===== src/hdl/bdi_pkg.sv =====
// Shared types, codes and reset constants for the block direction interlock.
`timescale 1ns / 1ps
`default_nettype none

package bdi_pkg;

    localparam int HOLD_W      = 8;
    localparam int CFG_INDEX_W = 2;
    localparam int CFG_DATA_W  = 8;

    localparam logic [HOLD_W-1:0] HOLD_RESET = 8'd13;

    // Configuration register indexes.
    localparam logic [CFG_INDEX_W-1:0] REG_RECEIVING_SIDE = 2'd0;
    localparam logic [CFG_INDEX_W-1:0] REG_AUX_HOLD_TICKS = 2'd1;

    // Item kinds.
    localparam logic KIND_CLICK = 1'b0;
    localparam logic KIND_TICK  = 1'b1;

    // Button codes.
    localparam logic [2:0] BTN_ROUTE     = 3'd0;
    localparam logic [2:0] BTN_TOTAL_AUX = 3'd1;
    localparam logic [2:0] BTN_SEND_AUX  = 3'd2;
    localparam logic [2:0] BTN_RECV_AUX  = 3'd3;
    localparam logic [2:0] BTN_CHANGE    = 3'd4;

    // Neighbour arrow codes.
    localparam logic [1:0] PEER_ARROW_RECV      = 2'd0;
    localparam logic [1:0] PEER_ARROW_SEND      = 2'd1;
    localparam logic [1:0] PEER_ARROW_SEND_ALT  = 2'd2;

    typedef struct packed {
        logic       kind;
        logic [2:0] button_index;
        logic [1:0] peer_arrow;
        logic       peer_signal_normal;
        logic       peer_section_free;
        logic       peer_change_pressed;
        logic       peer_send_aux;
        logic       peer_receive_aux;
    } item_t;

    typedef struct packed {
        logic              route_btn;
        logic              total_aux_btn;
        logic              send_aux_btn;
        logic              recv_aux_btn;
        logic              change_btn;
        logic [HOLD_W-1:0] send_cnt;
        logic [HOLD_W-1:0] recv_cnt;
        logic              arrow;
        logic              enable;
        logic              signal;
        logic              change;
    } state_t;

    typedef struct packed {
        logic arrow_send;
        logic send_enabled;
        logic route_pressed;
        logic signal_normal;
        logic total_aux_on;
        logic send_aux_on;
        logic receive_aux_on;
        logic change_on;
    } result_t;

    // State after reset or after a write of the side register.
    function automatic state_t init_state(input logic rx);
        state_t s;
        s.route_btn     = 1'b0;
        s.total_aux_btn = 1'b0;
        s.send_aux_btn  = 1'b0;
        s.recv_aux_btn  = 1'b0;
        s.change_btn    = 1'b0;
        s.send_cnt      = '0;
        s.recv_cnt      = '0;
        s.arrow         = ~rx;
        s.enable        = ~rx;
        s.signal        = 1'b1;
        s.change        = 1'b0;
        return s;
    endfunction

endpackage

`default_nettype wire


===== src/hdl/bdi_step.sv =====
// Next-state logic for one click or tick transaction of the direction interlock.
`timescale 1ns / 1ps
`default_nettype none

module bdi_step
(
    input  wire logic                       receiving_side,
    input  wire logic [bdi_pkg::HOLD_W-1:0] aux_hold_ticks,
    input  wire bdi_pkg::state_t            state_cur,
    input  wire bdi_pkg::item_t             item,
    output bdi_pkg::state_t                 state_next,
    output bdi_pkg::result_t                result
);

    always_comb
    begin
        bdi_pkg::state_t s;
        logic peer_send;
        logic send_aux_now;
        logic recv_aux_now;

        s = state_cur;
        peer_send = (item.peer_arrow == bdi_pkg::PEER_ARROW_SEND) ||
                    (item.peer_arrow == bdi_pkg::PEER_ARROW_SEND_ALT);
        send_aux_now = 1'b0;
        recv_aux_now = 1'b0;

        if (item.kind == bdi_pkg::KIND_CLICK)
        begin
            case (item.button_index)
                bdi_pkg::BTN_ROUTE:
                begin
                    s.route_btn = ~s.route_btn;
                end
                bdi_pkg::BTN_TOTAL_AUX:
                begin
                    s.total_aux_btn = ~s.total_aux_btn;
                end
                bdi_pkg::BTN_SEND_AUX:
                begin
                    if (s.total_aux_btn)
                    begin
                        s.send_aux_btn = 1'b1;
                        s.send_cnt     = aux_hold_ticks;
                    end
                end
                bdi_pkg::BTN_RECV_AUX:
                begin
                    if (s.total_aux_btn)
                    begin
                        s.recv_aux_btn = 1'b1;
                        s.recv_cnt     = aux_hold_ticks;
                    end
                end
                bdi_pkg::BTN_CHANGE:
                begin
                    if (receiving_side)
                    begin
                        if (s.change_btn)
                            s.change_btn = 1'b0;
                        else if (item.peer_signal_normal)
                            s.change_btn = 1'b1;
                    end
                end
                default:
                begin
                end
            endcase
        end
        else
        begin
            // Auxiliary buttons drop on the first tick after total aux is released.
            if (!s.total_aux_btn)
            begin
                s.send_aux_btn = 1'b0;
                s.recv_aux_btn = 1'b0;
            end
            if (s.send_aux_btn)
            begin
                s.send_cnt = s.send_cnt - 1'b1;
                if (s.send_cnt == '0)
                    s.send_aux_btn = 1'b0;
            end
            if (s.recv_aux_btn)
            begin
                s.recv_cnt = s.recv_cnt - 1'b1;
                if (s.recv_cnt == '0)
                    s.recv_aux_btn = 1'b0;
            end
            send_aux_now = s.send_aux_btn;
            recv_aux_now = s.recv_aux_btn;
            s.signal = ~s.route_btn;

            if (receiving_side)
            begin
                s.change = s.change_btn;
                if (!s.signal && s.enable && s.change)
                begin
                    s.arrow = 1'b1;
                end
                else if (!s.signal && !s.enable && s.change && item.peer_signal_normal)
                begin
                    s.arrow  = 1'b1;
                    s.enable = 1'b1;
                end
                else if (!s.enable && peer_send)
                begin
                    s.arrow = 1'b0;
                end
                if (peer_send && s.arrow && s.signal)
                begin
                    s.enable = 1'b0;
                    s.change = 1'b0;
                end
                if (item.peer_signal_normal && !item.peer_section_free &&
                    recv_aux_now && item.peer_send_aux)
                begin
                    s.enable = 1'b0;
                    s.arrow  = 1'b0;
                    s.change = 1'b0;
                end
            end
            else
            begin
                if (!s.signal && (s.arrow || (item.peer_signal_normal &&
                    !item.peer_change_pressed && item.peer_section_free)))
                    s.arrow = 1'b1;
                else if (peer_send)
                    s.arrow = 1'b0;
                s.enable = s.arrow;
            end

            if (send_aux_now && item.peer_receive_aux)
            begin
                s.arrow  = 1'b1;
                s.enable = 1'b1;
            end
        end

        state_next = s;
        result.arrow_send     = s.arrow;
        result.send_enabled   = s.enable;
        result.route_pressed  = s.route_btn;
        result.signal_normal  = s.signal;
        result.total_aux_on   = s.total_aux_btn;
        result.send_aux_on    = s.send_aux_btn;
        result.receive_aux_on = s.recv_aux_btn;
        result.change_on      = s.change;
    end

endmodule

`default_nettype wire


===== src/hdl/block_direction_interlock.sv =====
// Top level of the block direction interlock: registers, handshakes and configuration.
// A transaction is captured in the input register, and its result in the result register.
// Throughput: one transaction per cycle unless out_ready holds the result register;
// the bdi_step state update sets the rate: each reads the state the last one left.
// Reset: rst_n clears all pipeline valids and sets sending-side rules, a hold time
// of 13 ticks, arrow and send enable on, signal normal on, all buttons off.
`timescale 1ns / 1ps
`default_nettype none

module block_direction_interlock
(
    input  wire logic                            clk,
    input  wire logic                            rst_n,

    // Configuration write port.
    input  wire logic                            cfg_we,
    input  wire logic [bdi_pkg::CFG_INDEX_W-1:0] cfg_index,
    input  wire logic [bdi_pkg::CFG_DATA_W-1:0]  cfg_data,

    // Input channel.
    input  wire logic                            in_valid,
    output logic                                 in_ready,
    input  wire logic                            kind,
    input  wire logic [2:0]                      button_index,
    input  wire logic [1:0]                      peer_arrow,
    input  wire logic                            peer_signal_normal,
    input  wire logic                            peer_section_free,
    input  wire logic                            peer_change_pressed,
    input  wire logic                            peer_send_aux,
    input  wire logic                            peer_receive_aux,

    // Output channel.
    output logic                                 out_valid,
    input  wire logic                            out_ready,
    output logic                                 arrow_send,
    output logic                                 send_enabled,
    output logic                                 route_pressed,
    output logic                                 signal_normal,
    output logic                                 total_aux_on,
    output logic                                 send_aux_on,
    output logic                                 receive_aux_on,
    output logic                                 change_on
);

    // Configuration registers.
    logic                       side_reg;
    logic [bdi_pkg::HOLD_W-1:0] hold_reg;

    // Interlock state, updated once per transaction that leaves the input register.
    bdi_pkg::state_t state_reg;
    bdi_pkg::state_t state_next;

    // Input register: holds one accepted transaction until the step logic consumes it.
    logic            item_valid_reg;
    bdi_pkg::item_t  item_reg;

    // Result register: decouples the output handshake from the state update.
    logic             out_valid_reg;
    bdi_pkg::result_t result_reg;
    bdi_pkg::result_t result_next;

    logic in_fire;
    logic advance;

    // The step stage advances whenever it has a transaction and the result
    // register is empty or being emptied this cycle.
    assign advance  = item_valid_reg && (!out_valid_reg || out_ready);
    assign in_ready = !item_valid_reg || advance;
    assign in_fire  = in_valid && in_ready;

    bdi_step u_step
    (
        .receiving_side (side_reg),
        .aux_hold_ticks (hold_reg),
        .state_cur      (state_reg),
        .item           (item_reg),
        .state_next     (state_next),
        .result         (result_next)
    );

    // Configuration registers and interlock state. A write of the side register
    // re-initializes the state; the user must write only while idle, not enforced here.
    always_ff @(posedge clk or negedge rst_n)
    begin
        if (!rst_n)
        begin
            side_reg  <= 1'b0;
            hold_reg  <= bdi_pkg::HOLD_RESET;
            state_reg <= bdi_pkg::init_state(1'b0);
        end
        else if (cfg_we)
        begin
            if (cfg_index == bdi_pkg::REG_RECEIVING_SIDE)
            begin
                side_reg  <= cfg_data[0];
                state_reg <= bdi_pkg::init_state(cfg_data[0]);
            end
            else if (cfg_index == bdi_pkg::REG_AUX_HOLD_TICKS)
            begin
                hold_reg <= cfg_data;
            end
        end
        else if (advance)
        begin
            state_reg <= state_next;
        end
    end

    // Input register control.
    always_ff @(posedge clk or negedge rst_n)
    begin
        if (!rst_n)
            item_valid_reg <= 1'b0;
        else if (in_ready)
            item_valid_reg <= in_valid;
    end

    // Input register payload.
    always_ff @(posedge clk)
    begin
        if (in_fire)
        begin
            item_reg.kind                <= kind;
            item_reg.button_index        <= button_index;
            item_reg.peer_arrow          <= peer_arrow;
            item_reg.peer_signal_normal  <= peer_signal_normal;
            item_reg.peer_section_free   <= peer_section_free;
            item_reg.peer_change_pressed <= peer_change_pressed;
            item_reg.peer_send_aux       <= peer_send_aux;
            item_reg.peer_receive_aux    <= peer_receive_aux;
        end
    end

    // Result register control.
    always_ff @(posedge clk or negedge rst_n)
    begin
        if (!rst_n)
            out_valid_reg <= 1'b0;
        else if (advance)
            out_valid_reg <= 1'b1;
        else if (out_ready)
            out_valid_reg <= 1'b0;
    end

    // Result register payload.
    always_ff @(posedge clk)
    begin
        if (advance)
            result_reg <= result_next;
    end

    assign out_valid      = out_valid_reg;
    assign arrow_send     = result_reg.arrow_send;
    assign send_enabled   = result_reg.send_enabled;
    assign route_pressed  = result_reg.route_pressed;
    assign signal_normal  = result_reg.signal_normal;
    assign total_aux_on   = result_reg.total_aux_on;
    assign send_aux_on    = result_reg.send_aux_on;
    assign receive_aux_on = result_reg.receive_aux_on;
    assign change_on      = result_reg.change_on;

    // The change-permit button and its tick copy never come up on the sending side.
    a_no_change_btn_tx: assert property (@(posedge clk) disable iff (!rst_n)
        !side_reg |-> !state_reg.change_btn)
        else $error("change button set on sending side");

    a_no_change_tx: assert property (@(posedge clk) disable iff (!rst_n)
        !side_reg |-> !state_reg.change)
        else $error("change permit set on sending side");

    // Every transaction that leaves the input register produces a result.
    a_advance_result: assert property (@(posedge clk) disable iff (!rst_n)
        advance |=> out_valid_reg)
        else $error("result lost after step");

    // A transaction stalled in the input register is kept.
    a_item_held: assert property (@(posedge clk) disable iff (!rst_n)
        (item_valid_reg && !advance) |=> item_valid_reg)
        else $error("stalled transaction dropped");

endmodule

`default_nettype wire

===== config.mk =====
export PLATFORM = sky130hd
export DESIGN_NAME = block_direction_interlock
export DESIGN_NICKNAME = d
export VERILOG_FILES = /design/src/hdl/bdi_pkg.sv /design/src/hdl/bdi_step.sv /design/src/hdl/block_direction_interlock.sv
export SDC_FILE = /design/constraint.sdc
export NUM_CORES = 1
export LEC_CHECK = 0
export CORE_ASPECT_RATIO = 0.5
export CORE_UTILIZATION = 45
export DETAILED_ROUTE_END_ITERATION = 10
export DONT_BUFFER_PORTS = 1
export SYNTH_ARGS = -nofsm -noshare
export SYNTH_HDL_FRONTEND = slang
export SYNTH_SLANG_ARGS = --single-unit

===== constraint.sdc =====
create_clock -name clk -period 3.6 [get_ports clk]
set_input_delay 0.54 -clock clk [delete_from_list [all_inputs] [get_ports clk]]
set_output_delay 0.54 -clock clk [all_outputs]
set_load 0.03 [all_outputs]

### Word level (Yosys, flattened, before mapping)

Index checks and enable logic that the tools add are counted.

* bits in registers: 55
* input port bits: 26
* output and inout port bits: 10

* add/subtract/negate cells: 2
* equality and inequality tests: 11
* multiplexer cells: 49
* bitwise logic cells: 4
* reduce and logical (&&, ||, !) cells: 43

Operator list (number)
* 25-bit two-way mux: 3
* 8-bit two-way mux: 5
* 1-bit two-way mux: 32
* 1-bit logical AND: 17
* 8-bit zero test: 2
* 16-bit two-way mux: 1
* 8-bit by 1-bit subtractor with 8-bit output (second input constant): 2
* 5-bit AND reduction: 3
* 2-bit two-way mux: 7
* 3-bit nonzero test: 3
* 2-bit nonzero test: 4
* 3-bit by 2-bit equality test with 1-bit output (second input constant): 2
* 3-bit by 2-bit inequality test with 1-bit output (second input constant): 2
* 1-bit zero test: 5
* 2-bit by 1-bit equality test with 1-bit output (second input constant): 2
* 1-bit logical OR: 4
* 4-bit two-way mux: 1
* 1-bit NOT: 4
* 2-bit AND reduction: 2
* 3-bit by 1-bit equality test with 1-bit output (second input constant): 1
* 3-bit equality test (second input constant): 1
* 3-bit zero test: 1
* 3-bit AND reduction: 1
* 2-bit equality test (second input constant): 1
* other kinds (3): 3

### Longest topological paths before layout

Gate-level depths: netlist of run 1.

* word-level depth: 17
* gate-level depth with buffers: 8
* mapped depth without buffers: 8

### By module

From an unflattened synthesis of run 1, not the netlist that was laid out.

* cell total of the unflattened synthesis: 304
* area total of the unflattened synthesis: 3165.5 um^2

By module, submodules not included
* block_direction_interlock: times used 1, cells each 113, area each 1966.9 um^2, sequential area each 1478.9 um^2
* bdi_step: times used 1, cells each 191, area each 1198.6 um^2, sequential area each 0.0 um^2

### Worst setup path before layout of run 1

Ideal clock, no wire load.

* path kind: register to register
* from: register state_reg[4] (netlist bit)
* to: register result_reg, in the netlist send_enabled, data pin
* library setup time: 259 ps
* arrival: 1838 ps
* data required time: 3341 ps
* slack: 1503 ps
* stages on the path, launching flop included: 9
* buffers on the path: 0
* clock period less this slack: 2097 ps
* cells stage by stage: dfrtp_1 > inv_1 > ha_1 > or3b_1 > or2_2 > nand4_1 > o21ai_0 > a31oi_1 > nor2_1

RTL lines
* from (decl): RTL line block_direction_interlock.sv:50 `bdi_pkg::state_t state_reg;`
* from (signal assigned): RTL line block_direction_interlock.sv:89 `state_reg <= bdi_pkg::init_state(1'b0);`
* from (signal assigned): RTL line block_direction_interlock.sv:96 `state_reg <= bdi_pkg::init_state(cfg_data[0]);`
* from (signal assigned): RTL line block_direction_interlock.sv:105 `state_reg <= state_next;`
* to (signal assigned): RTL line block_direction_interlock.sv:149 `result_reg <= result_next;`
* to (decl): RTL line block_direction_interlock.sv:59 `bdi_pkg::result_t result_reg;`

==> results of run 1 <==
layer usage:
metal	share of wire, %	vias to the layer above
met5	0	-
met1	51	1047
li1	-	1030
met4	1.8	0
met3	4.0	9
met2	43	48
power groups by stage:
stage	registers [mW]	logic, mW	clock network (mW)
2_1_floorplan	0.850	0.316	0
3_3_place_gp	0.895	0.350	0
3_5_place_dp	0.899	0.355	0
4_1_cts	0.887	0.367	0.560
5_1_grt	0.905	0.418	0.580
6_report	0.889	0.366	0.544
cells in the final DEF, fill, tap and decap left out, drive strengths merged, types with 2 or more instances in the layout:
cell / synthesis / routed
nand2: 37 / 37
dfrtp: 30 / 30
edfxtp: 19 / 19
o21ai: 19 / 19
nor2: 17 / 17
nand3: 11 / 11
nor3: 10 / 10
a21oi: 10 / 10
inv: 10 / 10
mux2: 8 / 8
nand2b: 7 / 7
a31oi: 7 / 7
nor4: 6 / 6
dfstp: 6 / 6
or3: 6 / 6
o21a: 5 / 5
mux2i: 5 / 5
o221ai: 5 / 5
clkbuf: 7 / 5
ha: 4 / 4
o41ai: 4 / 4
o31ai: 4 / 4
nand3b: 3 / 3
o211ai: 3 / 3
buf: 5 / 3
nand4: 2 / 2
xnor2: 2 / 2
nor4b: 2 / 2
a21o: 2 / 2
nor3b: 2 / 2
xor2: 2 / 2
nor2b: 2 / 2
and2: 2 / 2
o2bb2ai: 2 / 2
a21boi: 2 / 2
area by class of cell:
| class | count | area (µm²) |
|---|---|---|
| fillers | 567 | 2990 |
| clock buffers | 5 | 125 |
| multi-input cells | 203 | 1270 |
| well taps | 88 | 110 |
| flip-flops and latches | 55 | 1480 |
| repair buffers | 3 | 35.0 |
| clock inverters | 2 | 37.5 |
| inverters | 10 | 37.5 |
repair_timing:
| item | 4_1_cts | 5_1_grt |
|---|---|---|
| setup endpoints to repair | 0 | 0 |
| hold buffers | 1 | 0 |
| hold endpoints to repair | 30 | 0 |
critical path, delay by kind of cell (launching register included):
| kind | cells | cell delay [ns] |
|---|---|---|
| fa+ha+maj | 1 | 0.22 |
| simple gates | 4 | 0.88 |
| flops | 1 | 0.43 |
| compound gates | 2 | 0.48 |
| buf+inv | 1 | 0.10 |
logic make-up (layout without fill, tap and decap cells):
group	Yosys count	in the layout
compound gates	68	68
xor+xnor	4	4
fa+ha+maj	4	4
buf+inv	22	20
flops	55	55
mux	13	13
simple gates	114	114
path summary, 6_finish.rpt:
check	cells past startpoint	start	slack [ns]	end
max	8	state_reg[4]	1.23	arrow_send
min	1	rst_n	0.08	state_reg[20]
max reg2reg	8	state_reg[4]	1.23	arrow_send
min reg2reg	2	state_reg[1]	0.50	state_reg[1]
max in group asynchronous	1	rst_n	3.35	hold_reg[5]
min in group clk	1	cfg_we	0.33	state_reg[9]
stage by stage:
step | cell area (µm²) | hold WS [ns] | std cells | setup WS, ns | util [%]
after detailed placement | 2910 | 0.245 | 358 | 1.25 | 47.9
after floorplan | 2840 | 0.244 | 280 | 1.50 | -
after global routing | 3090 | 0.0647 | 366 | 1.03 | 50.9
after global placement | 2910 | 0.245 | 358 | 1.36 | 47.9
final | 3090 | 0.0751 | 366 | 1.23 | 50.9
after CTS | 3090 | 0.0730 | 366 | 1.23 | 50.9
==> results.sh, run 1 <==
export IMPL_outcome="finished, final reports clean"
export IMPL_synth_seq_cells=55
export IMPL_p_seq_share_pct=49.4
export IMPL_max_stage_delay_ns=0.43
export IMPL_largest_reg_flops=25
export IMPL_num_antenna_cells=0
export IMPL_die_height_um=58.1
export IMPL_synth_top_family_by_area="simple AND/OR/NAND/NOR gates"
export IMPL_pwr_share_clk_pct=30.2
export IMPL_netlist_area_mm2=0.00284
export IMPL_num_rows=20
export IMPL_dp_hpwl_um=4390
export IMPL_cts_tree="built"
export IMPL_synth_seq_area_share_pct=52.1
export IMPL_drt_wirelength_per_cell_um=17.5
export IMPL_die_area_mm2=0.00664
export IMPL_async_flop_share_pct=65.5
export IMPL_cp_arrival_ns=2.42
export IMPL_drv_slew=0
export IMPL_fin_tns_setup_ns=0
export IMPL_htreeDepth=2
export IMPL_area_growth_pct=9.09
export IMPL_tightest_slew_ns=0.729
export IMPL_end_kind="flip-flop"
export IMPL_synth_cells=280
export IMPL_io_pins=36
export IMPL_layout_drive_gt1_share_pct=10.8
export IMPL_drt_first_pass_iters=4
export IMPL_cts_made_buffers=5
export IMPL_final_antenna_net_count=0
export IMPL_grt_setup_unrepaired="false"
export IMPL_max_freq_mhz=422
export IMPL_grt_usage_pct=21.3
export IMPL_power_switching_mw=0.554
export IMPL_grt_pass1_wl_um=10600
export IMPL_hp_class="in -> async"
export IMPL_synth_most_common_cell="nand2_1"
export IMPL_met2_usage_pct=32.6
export IMPL_min_period_over_period_pct=65.8
export IMPL_hold_violations=0
export IMPL_pwr_density_cell_mw_per_mm2=581
export IMPL_setup_viol=0
export IMPL_slew_headroom_pct=51.4
export IMPL_p_leak_nw=1.22
export IMPL_initial_core_util_pct=46.6
export IMPL_pwr_share_comb_pct=20.3
export IMPL_synthTopCellsByCount="nand2_1 (37), dfrtp_1 (30), edfxtp_1 (19)"
export IMPL_cp_start_kind="flip-flop"
export IMPL_core_mm2=0.00608
export IMPL_grt_max_degree=31
export IMPL_synth_compound_area_share_pct=16.2
export IMPL_routed_wl_um=6400
export IMPL_synth_flop_cell="dfrtp_1"
export IMPL_skew_ns=0.00625
export IMPL_slowest_stage="dfrtp_1"
export IMPL_grt_util_met3_pct=5.65
export IMPL_synthMuxAreaShare_pct=4.94
export IMPL_maxCapViolCount=0
export IMPL_vdd_drop_max_v=0.000268
export IMPL_worstSkewPairLatency_ns=0.29
export IMPL_crit_chain="inv_1 -> ha_1 -> or3b_1 -> or2_2 -> nand4_1 -> o21ai_0 -> a31oi_1 -> nor2_1"
export IMPL_clk_pin_slew_ns=0.07
export IMPL_clockRootBuffer="clkbuf_16"
export IMPL_place_gp_congestion=0.829
export IMPL_synth_simple_area_share_pct=20.6
export IMPL_vias=2134
export IMPL_ys_top_cells_by_area="dfrtp_1 (26%), edfxtp_1 (20%), dfstp_2 (5.6%), nand2_1 (4.9%), mux2_2 (3.2%)"
export IMPL_cts_path_max_buffers=2
export IMPL_grt_busiest_layer="met2"
export IMPL_synth_warnings=0
export IMPL_synth_area_per_cell_um2=10.1
export IMPL_syn_nets=310
export IMPL_p_int_mw=1.24
export IMPL_fin_total_pwr_mw=1.80
export IMPL_post_cts_buffers=0
export IMPL_viasPerCell=5.83
export IMPL_cp_required_ns=3.65
export IMPL_grt_pass1_vias=2176
export IMPL_synth_cell_types=54
export IMPL_cts_sinks=55
export IMPL_yosys_area_share_xor_xnor_pct=1.24
export IMPL_synth_adder_area_share_pct=1.76
export IMPL_io_buffers=0
export IMPL_drtIter0Drc=83
export IMPL_final_min_clock_period_ns=2.37
export IMPL_critical_path_class="reg -> reg"
export IMPL_drcViolationCount=0
export IMPL_grt_overflow=0
export IMPL_die_x_um=114
export IMPL_use_met1_pct=29.4
export IMPL_cp_max_fo=6
export IMPL_antenna_found_initial=0
export IMPL_final_nets=308
export IMPL_cts_resized=0
export IMPL_yosysTopAreaCell="dfrtp_1"
export IMPL_synth_edff_count=19
export IMPL_swShare_pct=30.8
export IMPL_synth_top_cell_area_share_pct=26.5
(Power assumes the default switching activity.)
==> inputs of run 2 (changes only) <==
--- a/config.mk
+++ b/config.mk
@@ -5,6 +5,7 @@
 export SDC_FILE = /design/constraint.sdc
 export NUM_CORES = 1
 export LEC_CHECK = 0
+export ABC_AREA = 1
 export CORE_ASPECT_RATIO = 0.5
 export CORE_UTILIZATION = 45
 export DETAILED_ROUTE_END_ITERATION = 10
==> constraint.sdc (replaced) <==
create_clock -name clk -period 2.06 [get_ports clk]
set_input_delay 0.309 -clock clk [delete_from_list [all_inputs] [get_ports clk]]
set_output_delay 0.309 -clock clk [all_outputs]
set_load 0.03 [all_outputs]
==> results.sh, run 2 <==
export IMPL_synthTopCellsByCount="nand2_1 (64), inv_1 (42), dfrtp_1 (30)"
export IMPL_cp_max_fo=4
export IMPL_cp_required_ns=2.29
export IMPL_cp_arrival_ns=2.05
export IMPL_grt_usage_pct=19.0
export IMPL_cts_made_buffers=5
export IMPL_drt_wirelength_per_cell_um=14.0
export IMPL_drcViolationCount=0
export IMPL_die_area_mm2=0.00674
export IMPL_antenna_found_initial=0
export IMPL_final_nets=364
export IMPL_synth_edff_count=19
export IMPL_largest_reg_flops=25
export IMPL_io_buffers=0
export IMPL_r2r_start="state_reg[5]"
export IMPL_place_gp_congestion=0.903
export IMPL_min_period_over_period_pct=88.7
export IMPL_fin_tns_setup_ns=0
export IMPL_synth_cells=326
export IMPL_async_flop_share_pct=65.5
export IMPL_hold_start="cfg_we"
export IMPL_cp_start_kind="flip-flop"
export IMPL_maxCapViolCount=0
export IMPL_synth_simple_area_share_pct=21.0
export IMPL_num_rows=20
export IMPL_grt_max_degree=37
export IMPL_num_antenna_cells=0
export IMPL_die_height_um=58.5
export IMPL_clockRootBuffer="clkbuf_16"
export IMPL_dp_hpwl_um=4350
export IMPL_hp_class="in -> reg"
export IMPL_max_freq_mhz=547
export IMPL_vias=2213
export IMPL_htreeDepth=2
export IMPL_grt_pass1_wl_um=9680
export IMPL_area_growth_pct=12.1
export IMPL_end_kind="flip-flop"
export IMPL_vdd_drop_max_v=0.000480
export IMPL_skew_ns=0.00634
export IMPL_die_x_um=115
export IMPL_n_fill_cell=580
export IMPL_yosysTopAreaCell="dfrtp_1"
export IMPL_setup_viol=0
export IMPL_io_pins=36
export IMPL_netlist_area_mm2=0.00288
export IMPL_cts_sinks=55
export IMPL_initial_core_util_pct=46.9
export IMPL_cts_tree="built"
export IMPL_critical_path_class="reg -> reg"
export IMPL_clk_pin_slew_ns=0.07
export IMPL_viasPerCell=5.23
export IMPL_syn_nets=356
export IMPL_critPathLaunch="state_reg[5]"
export IMPL_synth_adder_area_share_pct=1.74
export IMPL_drtIter0Drc=80
export IMPL_synth_seq_cells=55
export IMPL_slew_headroom_pct=66.9
export IMPL_drt_first_pass_iters=4
export IMPL_yosys_area_share_xor_xnor_pct=2.13
export IMPL_cts_path_max_buffers=2
export IMPL_grt_setup_unrepaired="false"
export IMPL_final_antenna_net_count=0
export IMPL_synth_cell_types=34
export IMPL_outcome="finished, final reports clean"
export IMPL_grt_pass1_vias=2059
export IMPL_synth_top_cell_area_share_pct=26.1
export IMPL_core_mm2=0.00613
export IMPL_fin_total_pwr_mw=3.87
export IMPL_p_leak_nw=1.44
export IMPL_layout_common_cells="nand2_1 (63), inv_1 (41), dfrtp_1 (30)"
export IMPL_synth_area_per_cell_um2=8.83
export IMPL_synthMuxAreaShare_pct=1.96
export IMPL_synth_compound_area_share_pct=13.8
export IMPL_drv_slew=0
export IMPL_tightest_slew_ns=0.494
export IMPL_hold_violations=0
export IMPL_synth_top_family_by_area="simple AND/OR/NAND/NOR gates"
export IMPL_mostFrequentLayoutCell="nand2_1"
export IMPL_worstSkewPairLatency_ns=0.29
export IMPL_synth_warnings=0
export IMPL_post_cts_buffers=0
export IMPL_ys_top_cells_by_area="dfrtp_1 (26%), edfxtp_1 (20%), nand2_1 (8.3%), dfstp_2 (5.5%), inv_1 (5.5%)"
export IMPL_pwr_density_cell_mw_per_mm2=1200
export IMPL_layout_drive_gt1_share_pct=17.0
export IMPL_routed_wl_um=5910
export IMPL_synth_seq_area_share_pct=51.4
export IMPL_grt_overflow=0
export IMPL_final_min_clock_period_ns=1.83
export IMPL_synth_most_common_cell="nand2_1"
export IMPL_synth_flop_cell="dfrtp_1"
==> run 2: metal layers <==
layer / track usage (%) / vias up / wire (µm)
li1: - / 1088 / -
met1: 26.6 / 1060 / 2900
met2: 30.0 / 61 / 2690
met3: 4.02 / 4 / 285
met4: 5.75 / 0 / 34
met5: 0 / - / 0
==> run 2: repair_timing <==
| action | 4_1_cts | 5_1_grt |
|---|---|---|
| hold buffers | 2 | 0 |
| gates resized for setup | 0 | 5 |
| endpoints found under the setup margin | 0 | 8 |
| hold endpoints to repair | 36 | 0 |
==> run 2: cell type report <==
cell class                      count  area, µm²  share of cell area (%)
Clock inverter                      2       60.1                    1.86
Inverter                           48        183                    5.66
Timing Repair Buffer                9       82.6                    2.56
Clock buffer                        6        129                    3.99
Sequential cell                    55       1480                    45.8
Multi-Input combinational cell    215       1180                    36.7
Tap cell                           88        110                    3.41
==> run 2: power breakdown <==
group / leakage [nW] / internal [mW] / switching, mW / total (mW)
Sequential: 0.628 / 1.41 / 0.244 / 1.66
Clock: 0.0911 / 0.697 / 0.369 / 1.07
Combinational: 0.720 / 0.415 / 0.730 / 1.14
==> run 2: metrics by stage <==
stage | instances | hold WS [ns] | instance area (µm²) | setup slack (ns) | utilization [%]
2_1_floorplan | 326 | 0.0134 | 2880 | 0.407 | -
3_3_place_gp | 413 | 0.0145 | 2990 | 0.184 | 48.8
3_5_place_dp | 413 | 0.0146 | 2990 | 0.161 | 48.8
4_1_cts | 423 | 0.105 | 3210 | 0.136 | 52.4
5_1_grt | 423 | 0.0969 | 3230 | 0.000459 | 52.6
6_report | 423 | 0.110 | 3230 | 0.233 | 52.6
==> run 2: path summary, 6_finish.rpt <==
check | end | slack (ns) | depth (start not counted)
max in group asynchronous | hold_reg[0] | 1.32 | 2
worst min register to register | hold_reg[0] | 0.50 | 2
worst max register to register | state_reg[3] | 0.23 | 14
worst min-delay path | state_reg[6] | 0.11 | 1
worst max-delay path | state_reg[3] | 0.23 | 14
min in group asynchronous | state_reg[6] | 0.48 | 2
==> run 2: cell families (layout without fill, tap and decap cells) <==
group	count (synthesis)	in the layout
xor gates and xnor gates	7	7
and+or+nand+nor	133	133
DFF	55	55
muxes	5	5
AOI/OAI and AO/OA	66	66
buffers and inverters	56	65
adders and majority gates	4	4
==> run 2: critical path, stage by stage (launching register included) <==
cell	delay [ns]
dfrtp_1	0.40
inv_1	0.10
ha_1	0.15
inv_1	0.07
nor2_4	0.12
nand2_1	0.08
o21ai_1	0.12
nand2_1	0.08
nor2_1	0.12
nand2_2	0.10
nand3_2	0.09
nand2_1	0.07
nand3_1	0.07
nand3_1	0.09
a21oi_2	0.12
